## src/hw/rtl/bzs_pkg.sv

```systemverilog
// shared widths, constants and types of the cubic bezier sampler
package bzs_pkg;

    localparam int COORD_W             = 13;
    localparam int COEF_W              = 18;
    localparam int T_W                 = 17;
    localparam int FRAC_W              = 16;
    localparam int SAMPLE_W            = 21;
    localparam int SAMPLE_FRAC_W       = 8;
    localparam int STEP_W              = 12;
    localparam int LIMIT_W             = 2 * STEP_W;
    localparam int DIST_W              = 2 * (SAMPLE_W + 1) + 1;
    localparam int EVAL_STAGES         = 4;
    localparam int STEPS_DEFAULT       = 32;
    localparam int QUEUE_DEPTH_DEFAULT = 2;

    localparam logic [STEP_W-1:0]  MAX_STEP_RESET = STEP_W'(10);
    localparam logic [LIMIT_W-1:0] LIMIT_SQ_RESET =
        LIMIT_W'(MAX_STEP_RESET) * LIMIT_W'(MAX_STEP_RESET);
    localparam logic [T_W-1:0]     T_ONE          = T_W'(1) << FRAC_W;

    typedef logic signed [COORD_W-1:0] coord_t;

    typedef enum logic [1:0] {
        TOK_START,
        TOK_SAMPLE,
        TOK_END
    } tok_kind_t;

    // power-basis coefficients of one axis, plus the end points
    typedef struct packed {
        logic signed [COEF_W-1:0] a;
        logic signed [COEF_W-1:0] b;
        logic signed [COEF_W-1:0] c;
        coord_t                   p0;
        coord_t                   p3;
    } axis_coef_t;

    typedef struct packed {
        axis_coef_t x;
        axis_coef_t y;
    } curve_t;

    typedef struct packed {
        logic empty;
        logic full;
    } queue_status_t;

    typedef struct packed {
        logic      valid;
        tok_kind_t kind;
        coord_t    p0x;
        coord_t    p0y;
        coord_t    p3x;
        coord_t    p3y;
    } tag_t;

endpackage

```

## src/hw/rtl/bzs_front.sv

```systemverilog
// front end: takes curve beats and turns control points into power-basis coefficients
module bzs_front
(
    input  logic                    in_valid,
    input  bzs_pkg::coord_t         start_x,
    input  bzs_pkg::coord_t         start_y,
    input  bzs_pkg::coord_t         ctrl1_x,
    input  bzs_pkg::coord_t         ctrl1_y,
    input  bzs_pkg::coord_t         ctrl2_x,
    input  bzs_pkg::coord_t         ctrl2_y,
    input  bzs_pkg::coord_t         end_x,
    input  bzs_pkg::coord_t         end_y,
    input  bzs_pkg::queue_status_t  q_status,
    output logic                    in_stall,
    output logic                    push,
    output bzs_pkg::curve_t         curve
);

    localparam int CW = bzs_pkg::COEF_W;

    logic signed [CW-1:0] x0, x1, x2, x3;
    logic signed [CW-1:0] y0, y1, y2, y3;
    logic signed [CW-1:0] x_d12, x_e, x_f;
    logic signed [CW-1:0] y_d12, y_e, y_f;

    assign x0 = CW'(start_x);
    assign x1 = CW'(ctrl1_x);
    assign x2 = CW'(ctrl2_x);
    assign x3 = CW'(end_x);
    assign y0 = CW'(start_y);
    assign y1 = CW'(ctrl1_y);
    assign y2 = CW'(ctrl2_y);
    assign y3 = CW'(end_y);

    // a = p3 - p0 + 3(p1 - p2), b = 3(p0 - 2p1 + p2), c = 3(p1 - p0)
    assign x_d12 = x1 - x2;
    assign x_e   = x0 - (x1 <<< 1) + x2;
    assign x_f   = x1 - x0;
    assign y_d12 = y1 - y2;
    assign y_e   = y0 - (y1 <<< 1) + y2;
    assign y_f   = y1 - y0;

    always_comb
    begin
        curve.x.a  = x3 - x0 + (x_d12 <<< 1) + x_d12;
        curve.x.b  = (x_e <<< 1) + x_e;
        curve.x.c  = (x_f <<< 1) + x_f;
        curve.x.p0 = start_x;
        curve.x.p3 = end_x;
        curve.y.a  = y3 - y0 + (y_d12 <<< 1) + y_d12;
        curve.y.b  = (y_e <<< 1) + y_e;
        curve.y.c  = (y_f <<< 1) + y_f;
        curve.y.p0 = start_y;
        curve.y.p3 = end_y;
    end

    assign in_stall = q_status.full;
    assign push     = in_valid && !q_status.full;

endmodule

```

## config.mk

```make
export PLATFORM = sky130hd
export DESIGN_NAME = bzs_front
export DESIGN_NICKNAME = d
export VERILOG_FILES = /design/src/hw/rtl/bzs_pkg.sv /design/src/hw/rtl/bzs_front.sv
export SDC_FILE = /design/constraint.sdc
export NUM_CORES = 1
export LEC_CHECK = 0
export BUFFER_PORTS_ARGS = -buffer_cell sky130_fd_sc_hd__clkbuf_2
export CELL_PAD_IN_SITES_DETAIL_PLACEMENT = 0
export CELL_PAD_IN_SITES_GLOBAL_PLACEMENT = 1
export CORE_MARGIN = 5
export CORE_UTILIZATION = 32
export DETAILED_ROUTE_END_ITERATION = 10
export GPL_ROUTABILITY_DRIVEN = 0
export MAX_ROUTING_LAYER = met4
export PLACE_DENSITY = 0.78
export SYNTH_ARGS = -nofsm -noshare
export SYNTH_HDL_FRONTEND = slang
export SYNTH_SLANG_ARGS = --single-unit
export TNS_END_PERCENT = 30
```

## constraint.sdc

```tcl
create_clock -name vclk -period 16.1
set_input_delay 3.22 -clock vclk [all_inputs]
set_output_delay 3.22 -clock vclk [all_outputs]
set_load 0.02 [all_outputs]
```

## Word-level counts from Yosys, hierarchy flattened

Index checks and enable logic that the tools add are counted.

| word-level totals | value |
|---|---|
| register bits | 0 |
| output and inout bits | 162 |
| logic and storage cells | 20 |
| input bits | 107 |

| operators by class | value |
|---|---|
| add/sub/neg operators | 18 |
| reductions and logical operators | 2 |

Operators by type and width:

| cell | number |
|---|---|
| $sub A13 B13 Y14 | 6 |
| $add A17 B16 Y18 | 2 |
| $add A16 B14 Y17 | 2 |
| $add A14 B15 Y16 | 2 |
| $add A15 B13 Y16 | 2 |
| $add A15 B14 Y16 | 2 |
| $sub A13 B14 Y15 | 2 |
| $logic_and A1 B1 Y1 | 1 |
| $logic_not A1 Y1 | 1 |

## Depth between registers and ports, before layout

| logic depth | value |
|---|---|
| depth in word-level cells | 3 |
| gate-level depth with buffers | 22 |
| gate-level depth less buffers | 20 |

## Worst setup path before layout

Ideal clock, no wire load.

| path | value |
|---|---|
| path kind | input -> output |
| start | input ctrl1_y[0] |
| end | output curve[79] (netlist bit) |
| path buffers | 2 |
| required time | 12.880 ns |
| data arrival time | 7.745 ns |
| cell stages on the path | 21 |
| setup slack | 5.135 ns |
| cell sequence | inv_1 -> ha_1 -> fa_1 -> nor2b_1 -> o21a_1 -> o211ai_2 -> a31oi_1 -> nor3_1 -> or3_1 -> fa_1 -> inv_1 -> fa_1 -> inv_1 -> ha_1 -> buf_2 -> nand3_1 -> or2_2 -> o21ai_1 -> a31oi_1 -> xnor2_1 -> buf_4 |

RTL lines:

| item | line | RTL |
|---|---|---|
| start: declaration | bzs_front.sv:8 | `input bzs_pkg::coord_t ctrl1_y,` |
| end: declaration | bzs_front.sv:16 | `output bzs_pkg::curve_t curve` |

==> results.py <==
metrics = {
    "run_status": {
        "status": "completed",
    },
    "pwr": {
        "leakage_nw": 6.500,
        "irDropWorstVdd_uv": 172.0,
        "fin_total_pwr_mw": 2.566,
        "p_per_area_mw_per_mm2": 209.0,
    },
    "floorplan": {
        "start_util_pct": 32.45,
        "dieArea_sq_mm": 0.03779,
        "coreArea_sq_mm": 0.03353,
        "rows": 67,
        "die_x_microns": 194.4,
        "die_y_microns": 194.4,
        "num_io_pins": 269,
    },
    "routing": {
        "route.vias.total": 10370,
        "firstDrtPassIters": 5,
        "dr_wl_met2_microns": 13870,
        "wire_per_inst_microns": 14.25,
        "top_layer": "met4",
        "wl_met1_microns": 14240,
        "drc_errors": 0,
        "drt_wl_total_microns": 29710,
        "dr_wl_met3_microns": 1202,
        "ant_nets": 0,
        "drtIter0Drc": 566,
        "viasPerCell": 4.976,
    },
    "critical_path": {
        "crit_path_max_fanout": 5,
        "criticalPathCategory": "input port to primary output",
        "critical_path_depth": 18,
        "crit_path_top_delay_cell": "fa_1",
        "worst-path-buf-inv": 3,
        "startpoint_type": "input port",
        "cp.arrival_ns": 8.10,
        "crit_chain": "clkbuf_2 > inv_1 > ha_1 > fa_1 > nor2b_1 > o21ai_0 > a21oi_1 > o21ai_0 > o21ai_0 > xor2_1 > fa_1 > fa_1 > ha_1 > a211o_1 > o21bai_1 > a221oi_2 > xnor2_1 > clkbuf_2",
        "end_kind": "primary output",
        "crit_family": "adder cells",
        "cp.required_ns": 12.88,
        "slowest_delay_ns": 0.50,
    },
    "layout": {
        "area_delta_synth_final_pct": 12.84,
        "fill_cells": 3638,
        "seq_cells": 0,
        "multiInputGateArea_sq_mm": 0.009390,
        "drive_gt1_share_pct": 17.74,
        "nClkBuffers": 0,
        "seqCellArea_sq_um": 0,
        "fin_nets": 2014,
    },
    "global_routing": {
        "grt_remaining_overflow": 0,
        "grt_pass1_vias": 9612,
        "track_usage_pct": 15.09,
        "grt_max_degree": 11,
        "antenna_found_initial": 1,
        "grt_pass1_wl_microns": 47700,
    },
    "sta": {
        "period_share_pct": 70.30,
        "rsz0062_at_grt": "false",
        "finalSetupViolCount": 0,
        "relSlewSlack_pct": 48.90,
        "fin_crit_ns": 11.32,
        "worstMarginPinSlew_ns": 0.7618,
        "slew_viol_final": 0,
        "fin_ws_ns": 4.781,
        "hold_viol_final": 0,
        "tns_ns": 0,
        "fmax_ghz": 0.08835,
    },
    "flow_run": {
        "cap_viol_max_count": 0,
    },
    "placement": {
        "port_buffers": 268,
        "dpl.hpwl_microns": 26840,
        "dp_slack_ns": 4.861,
    },
    "yosys": {
        "avgSynthCellArea_sq_um": 7.545,
        "synthXorXnorAreaFrac_pct": 9.579,
        "yosysUniqueCellTypes": 78,
        "syn-num-nets": 1819,
        "synth_compound_area_share_pct": 22.48,
        "yosysTopAreaCellShare_pct": 20.47,
        "synth_top_family_by_area": "adder cells",
        "yosys.area_share.simple_pct": 16.09,
        "synth_common_cells": "inv_1 (262), ha_1 (178), fa_1 (92), a21oi_1 (91), nor2_1 (90)",
        "syn_area_sq_mm": 0.01088,
        "synth_most_common_cell": "inv_1",
        "yosysSeqAreaShare_pct": 0,
        "yosys-top-cells-area": "ha_1 (20%), fa_1 (17%), inv_1 (9.0%)",
        "syn_inst": 1442,
        "synth_top_area_cell": "ha_1",
        "muxShareOfSynthArea_pct": 0.7590,
        "ys_warn_count": 0,
        "synthAdderAreaFrac_pct": 37.40,
    },
    "clocking": {
        "post_cts_resized": 0,
        "hold_buffers": 0,
        "post_cts_buffers": 0,
    },
    "worst_hold_path": {
        "hp-class": "input port to primary output",
        "hold_depth": 2,
    },
}
## metrics by stage
| step | cell area [sq um] | hold slack [ns] | cells | util [%] |
|---|---|---|---|---|
| floorplan | 10880 | 6.518 | 1442 | - |
| global placement | 12280 | 6.672 | 2083 | 36.61 |
| detailed placement | 12280 | 6.673 | 2083 | 36.61 |
| CTS | 12280 | 6.673 | 2083 | 36.61 |
| global route | 12280 | 6.680 | 2084 | 36.62 |
| finish | 12280 | 6.670 | 2084 | 36.62 |
## logic make-up after synthesis
| logic type | Yosys count |
|---|---|
| xor gates and xnor gates | 119 |
| adders and majority gates | 270 |
| AOI/OAI and AO/OA | 365 |
| and+or+nand+nor | 343 |
| buffers and inverters | 337 |
| muxes | 8 |
## area by class of cell
class,instances,area share [%]
antenna,1,0.02038
inverter,262,8.010
multi-input combinational,1105,76.48
tap,448,4.565
timing repair buffer,268,10.92
## layout by cell type, fill, tap and decap left out, types with 35 or more instances in the layout
cell / netlist / routed
a21o_1: 42 / 42
a21oi_1: 91 / 91
clkbuf_2: 0 / 268
fa_1: 92 / 92
ha_1: 178 / 178
inv_1: 262 / 262
nand2_1: 54 / 54
nor2_1: 90 / 90
nor2b_1: 35 / 35
o21a_1: 36 / 36
o21ai_0: 63 / 63
xnor2_1: 84 / 84
xor2_1: 35 / 35
## path summary, 6_finish.rpt
check                 slack, ns        from          to
worst min-delay path       6.67    end_y[0]    curve[0]
worst max-delay path       4.78  ctrl1_x[0]  curve[158]
## where the power goes
part	total, mW	switching, mW	leakage (nW)	internal (mW)
clock network	0.00000000831	0	0.00000634	0.00000000830
logic	2.57	1.61	6.50	0.959
registers	0	0	0	0
total	2.57	1.61	6.50	0.959
## routing by layer
metal  global-route usage, %  up-vias
met3                  0.9349       20
met4                   1.536        0
li1                        -     5286
met1                   21.08     4799
met2                   25.11      264
met5                       -        -
(Power assumes the default switching activity.)
