<file path="src/hw/rtl/bzs_pkg.sv">
// shared widths, constants and types of the cubic bezier sampler
package bzs_pkg;

    localparam int COORD_W             = 13;
    localparam int COEF_W              = 18;
    localparam int T_W                 = 17;
    localparam int FRAC_W              = 16;
    localparam int SAMPLE_W            = 21;
    localparam int SAMPLE_FRAC_W       = 8;
    localparam int STEP_W              = 12;
    localparam int LIMIT_W             = 2 * STEP_W;
    localparam int DIST_W              = 2 * (SAMPLE_W + 1) + 1;
    localparam int EVAL_STAGES         = 4;
    localparam int STEPS_DEFAULT       = 32;
    localparam int QUEUE_DEPTH_DEFAULT = 2;

    localparam logic [STEP_W-1:0]  MAX_STEP_RESET = STEP_W'(10);
    localparam logic [LIMIT_W-1:0] LIMIT_SQ_RESET =
        LIMIT_W'(MAX_STEP_RESET) * LIMIT_W'(MAX_STEP_RESET);
    localparam logic [T_W-1:0]     T_ONE          = T_W'(1) << FRAC_W;

    typedef logic signed [COORD_W-1:0] coord_t;

    typedef enum logic [1:0] {
        TOK_START,
        TOK_SAMPLE,
        TOK_END
    } tok_kind_t;

    // power-basis coefficients of one axis, plus the end points
    typedef struct packed {
        logic signed [COEF_W-1:0] a;
        logic signed [COEF_W-1:0] b;
        logic signed [COEF_W-1:0] c;
        coord_t                   p0;
        coord_t                   p3;
    } axis_coef_t;

    typedef struct packed {
        axis_coef_t x;
        axis_coef_t y;
    } curve_t;

    typedef struct packed {
        logic empty;
        logic full;
    } queue_status_t;

    typedef struct packed {
        logic      valid;
        tok_kind_t kind;
        coord_t    p0x;
        coord_t    p0y;
        coord_t    p3x;
        coord_t    p3y;
    } tag_t;

endpackage

</file>
<file path="src/hw/rtl/bzs_queue.sv">
// short curve queue between front and back
module bzs_queue
#(
    parameter int DEPTH = bzs_pkg::QUEUE_DEPTH_DEFAULT
)
(
    input  logic                   clk,
    input  logic                   rst_n,
    input  logic                   push,
    input  bzs_pkg::curve_t        wr_data,
    input  logic                   pop,
    output bzs_pkg::curve_t        rd_data,
    output bzs_pkg::queue_status_t status
);

    localparam int PTR_W = (DEPTH > 1) ? $clog2(DEPTH) : 1;
    localparam int CNT_W = $clog2(DEPTH + 1);

    bzs_pkg::curve_t  mem_reg [DEPTH];
    logic [PTR_W-1:0] wr_ptr_reg, wr_ptr_next;
    logic [PTR_W-1:0] rd_ptr_reg, rd_ptr_next;
    logic [CNT_W-1:0] count_reg, count_next;

    always_comb
    begin
        wr_ptr_next = wr_ptr_reg;
        rd_ptr_next = rd_ptr_reg;
        count_next  = count_reg;
        if (push)
        begin
            wr_ptr_next = (wr_ptr_reg == PTR_W'(DEPTH - 1)) ? '0 : wr_ptr_reg + 1'b1;
        end
        if (pop)
        begin
            rd_ptr_next = (rd_ptr_reg == PTR_W'(DEPTH - 1)) ? '0 : rd_ptr_reg + 1'b1;
        end
        case ({push, pop})
            2'b10:   count_next = count_reg + 1'b1;
            2'b01:   count_next = count_reg - 1'b1;
            default: count_next = count_reg;
        endcase
    end

    always_ff @(posedge clk or negedge rst_n)
    begin
        if (!rst_n)
        begin
            wr_ptr_reg <= '0;
            rd_ptr_reg <= '0;
            count_reg  <= '0;
        end
        else
        begin
            wr_ptr_reg <= wr_ptr_next;
            rd_ptr_reg <= rd_ptr_next;
            count_reg  <= count_next;
        end
    end

    always_ff @(posedge clk)
    begin
        if (push)
        begin
            mem_reg[wr_ptr_reg] <= wr_data;
        end
    end

    assign rd_data      = mem_reg[rd_ptr_reg];
    assign status.empty = (count_reg == '0);
    assign status.full  = (count_reg == CNT_W'(DEPTH));

    a_count_bound: assert property (@(posedge clk) disable iff (!rst_n)
        count_reg <= CNT_W'(DEPTH))
        else $error("queue count beyond depth");

endmodule

</file>
<file path="config.mk">
export PLATFORM = sky130hd
export DESIGN_NAME = bzs_queue
export DESIGN_NICKNAME = d
export VERILOG_FILES = /design/src/hw/rtl/bzs_pkg.sv /design/src/hw/rtl/bzs_queue.sv
export SDC_FILE = /design/constraint.sdc
export NUM_CORES = 1
export LEC_CHECK = 0
export ABC_AREA = 1
export BUFFER_PORTS_ARGS = -buffer_cell sky130_fd_sc_hd__buf_2
export CAP_MARGIN = 25
export CORE_ASPECT_RATIO = 1.25
export CORE_MARGIN = 5
export CORE_UTILIZATION = 50
export CTS_BUF_LIST = sky130_fd_sc_hd__clkbuf_4 sky130_fd_sc_hd__clkbuf_8
export CTS_CLUSTER_DIAMETER = 50
export DETAILED_ROUTE_END_ITERATION = 10
export GPL_ROUTABILITY_DRIVEN = 0
export PLACE_DENSITY = 0.76
export SKIP_LAST_GASP = 1
export SLEW_MARGIN = 20
export SYNTH_ARGS = -nofsm -noshare
export SYNTH_HDL_FRONTEND = slang
export SYNTH_SLANG_ARGS = --single-unit
</file>
<file path="constraint.sdc">
create_clock -name clk -period 10.3 [get_ports clk]
set_input_delay 3.09 -clock clk [delete_from_list [all_inputs] [get_ports clk]]
set_output_delay 3.09 -clock clk [all_outputs]
set_load 0.02 [all_outputs]
</file>
== Word-level counts from Yosys, hierarchy flattened ==
Memories as Yosys holds them, arrays and structs flattened.
Cells that the tools add are included.

* Flip-flop bits (word level): 4
* Memories kept: 1
* Output and inout bits: 162
* Word-level logic and storage cells: 18
* Bits of input ports: 164
* Memory bits (writable): 320

* Equal/unequal tests: 3
* $add $sub $neg: 4
* Reductions and logical operators: 2
* Muxes and demuxes: 5

{| class="wikitable"
|+ Memories
! name !! depth !! width !! read ports !! clocked after memory_dff !! wr ports !! RTL line !! source
|-
| mem_reg || 2 || 160 || 1 || 0 || 1 || bzs_queue.sv:19 || <nowiki>bzs_pkg::curve_t mem_reg [DEPTH];</nowiki>
|}

{| class="wikitable"
|+ Operators by type and width
! kind !! count
|-
| $eq A2 B2 Y1 const B || 2
|-
| $mux W1 || 4
|-
| $pmux W2 S2 || 1
|-
| $add A1 B1 Y1 const B || 2
|-
| $add A2 B1 Y2 const B || 1
|-
| $eq A2 B1 Y1 const B || 1
|-
| $logic_not A2 Y1 || 1
|-
| $reduce_bool A2 Y1 || 1
|-
| $sub A2 B1 Y2 const B || 1
|}

== Longest topological paths before layout ==
* Word-level depth: 2
* Depth in mapped cells: 7
* Gate-level depth less buffers: 7

== Worst setup path before layout ==
Ideal clock, no wire load.

* Kind: input-to-reg
* From: in push
* To: mem mem_reg[0][0] (netlist name), enable pin
* Arrival: 9.848 ns
* Slack: -0.234 ns
* Path buffers: 0
* Setup time: 0.686 ns
* Stages on the path: 2
* Data required time: 9.614 ns
* Cell sequence: inv_1 nor2_1

* Longest elaborated chain between the ends: 2

{| class="wikitable"
|+ Ends and longest elaborated chain
! element !! RTL line !! source
|-
| start: declaration || bzs_queue.sv:9 || <nowiki>input logic push,</nowiki>
|-
| $mux W1 || bzs_queue.sv:62 || <nowiki>if (push)</nowiki>
|-
| $mux W1 (implied by the code) || bzs_queue.sv:64 || <nowiki>mem_reg[wr_ptr_reg] <= wr_data;</nowiki>
|-
| end: declaration || bzs_queue.sv:19 ||
|}

No other way between the ends.

==> reports/metrics.csv <==
stage;metric;value;unit
final_layout;layout-drive-gt1-share;0.397;
global_route;use_met1;0.192;
sta;relSlewSlack;0.401;
sta;finalClockSkew;9.33;ps
critical_path;ff2ff_path_depth;4;
critical_path;path_class;flop to output pin;
clocking;numCtsBuffers;47;
clocking;ctsHoldBuffers;0;
drt;wl_per_cell;16.4;um
drt;drt_first_pass_iters;4;
global_route;antenna_found_initial;8;
final_layout;final_cell_mix;buf_2 (325), edfxtp_1 (320), inv_1 (165), nand2_1 (165), o21ai_2 (84);
final_layout;layout_commonest_cell;buf_2;
drt;drc_errors;0;
sta;finalSetupTns;0;ps
final_layout;regArea;9710;um2
drt;drt_wl_total;25.9;mm
synthesis;yosysTopAreaCellShare;0.771;
sta;maxSlewViolCount;0;
final_layout;largest_reg_flops;320;
synthesis;synth_cell_types;18;
global_route;grt_pass1_wl;38.9;mm
critical_path;start_kind;flop;
run;drv_cap;0;
synthesis;synth_area;12500;um2
floorplanning;fp.dieH;187;um
final_layout;fillCellCount;1883;
placed_design;io_buffers;325;
final_layout;multi_input_area;1800;um2
final_layout;stdcell_count;1577;
power;vdd_drop_max;321;uV
power;power.density;289;nW/um2
drt;drtIter0Drc;312;
synthesis;postSynthCellCount;860;
power;leakagePower;6.54;nW
global_route;grt_pass1_vias;7619;
floorplanning;die-area;28200;um2
critical_path;crit_path_end_kind;output pin;
synthesis;ys_seq_area_frac;0.779;
floorplanning;die_x;151;um
outcome;status;completed;
floorplanning;fp.coreArea;24500;um2
clocking;clock_sinks;324;
critical_path;critPathRequiredTime;7210;ps
clocking;root_buffer;clkbuf_8;
clocking;path_clk_slew;60;ps
final_layout;syn2layout_area_growth;22.6;%
sta;worst_pin_slew;899;ps
placed_design;place_inst;1484;
drt;antenna_left;0;
final_layout;fin_area;15300;um2
global_route;track_usage;0.178;
synthesis;avgSynthCellArea;14.5;um2
floorplanning;start_util;0.509;
global_route;overflow;0;
sta;finalCritPeriodShare;0.558;
synthesis;synth_area_leaders;edfxtp_1 (77%), o21ai_2 (5.9%), inv_1 (5.0%);
clocking;cts_setup_buffers;0;
global_route;grt_max_degree;149;
placed_design;dpl.hpwl;17.7;mm
floorplanning;num_io_pins;326;
sta;layout_min_cycle_time;5750;ps
sta;rsz0062_at_grt;false;
floorplanning;rows;64;
global_route;met2_usage;0.312;
sta;finalSetupViolCount;0;
synthesis;yosysTopAreaCell;edfxtp_1;
critical_path;worst-path-max-fanout;78;
clocking;cts_tree;built;
clocking;htree_levels;2;
synthesis;synth_nets;1025;
global_route;grt.met3_usage;0.0541;
critical_path;critical_path_arrival;2660;ps
clocking;cts_resized;0;
sta;finalHoldViolCount;0;
final_layout;nNetsFinal;1371;
clocking;clock_path_buffers;3;
synthesis;synth-seq-cells;324;
global_route;grt-busiest-layer;met2;
hold_path;min_path_cells;2;
synthesis;yosysWarnings;0;
clocking;insertion_delay;530;ps
drt;drt-vias-per-instance;4.71;
sta;max_freq;0.174;GHz
drt;num_vias;7420;
placed_design;place_area;14200;um2
hold_path;hold_class;flop to flop;
routing by layer:
layer,share of wire,vias to the layer above
met5,0.0011,-
met4,0.043,6
met3,0.078,71
met2,0.53,250
met1,0.35,3450
li1,-,3643
metrics by stage:
stage	total power, W	util	setup slack [ps]	hold WS [ps]
3_3_place_gp	0.00340	0.581	4960	486
3_5_place_dp	0.00344	0.581	4840	514
2_1_floorplan	0.00302	-	2570	463
5_1_grt	0.00466	0.624	4350	567
4_1_cts	0.00445	0.620	4250	528
6_report	0.00441	0.624	4550	526
layout make-up:
cell class / instances / area share
antenna: 6 / 0.000982
clock buffer: 70 / 0.0553
timing repair buffer: 333 / 0.115
clock inverter: 14 / 0.00696
sequential: 324 / 0.636
inverter: 166 / 0.0411
multi-input combinational: 334 / 0.118
tap: 330 / 0.0270
critical path, cell delays in order (launching register included):
cell and delay [ps]:
dfrtp_4 600, buf_16 310, buf_4 660, nand2_1 170, o21ai_2 100, buf_2 180
final timing paths:
path | start | endpoint | slack, ps
min in group asynchronous | rst_n | count_reg[0] | 2360
setup / recovery | rd_ptr_reg | rd_data[77] | 4550
max in group asynchronous | rst_n | rd_ptr_reg | 7800
setup reg to reg | wr_ptr_reg | mem_reg[1][130] | 7940
hold / removal | count_reg[1] | count_reg[1] | 530
hold reg to reg | count_reg[1] | count_reg[1] | 530
kinds of logic after synthesis:
| group | share of synthesized area |
|---|---|
| flip-flops | 0.779 |
| buffers and inverters | 0.0774 |
| AND/OR/NAND/NOR | 0.0515 |
| AO/OA/AOI/OAI | 0.0895 |
| XOR/XNOR | 0.00211 |
| adder cells (fa/ha/maj) | 0.00100 |
cells in the mapped netlist (all sizes together):
library cell and n:
xnor2 1, nand2 165, clkbuf 4, ha 1, nor2 3, edfxtp 320
dfrtp 4, nand4 1, o21ai 160, inv 166, nand3 1, buf 32
xor2 2
power breakdown:
group | total, W | internal, W | switching, W
Clock | 0.00101 | 0.000572 | 0.000438
Sequential | 0.00183 | 0.00175 | 0.0000766
Combinational | 0.00158 | 0.000460 | 0.00112
Total | 0.00441 | 0.00278 | 0.00163
No activity file was read; power rests on OpenSTA's default activity.
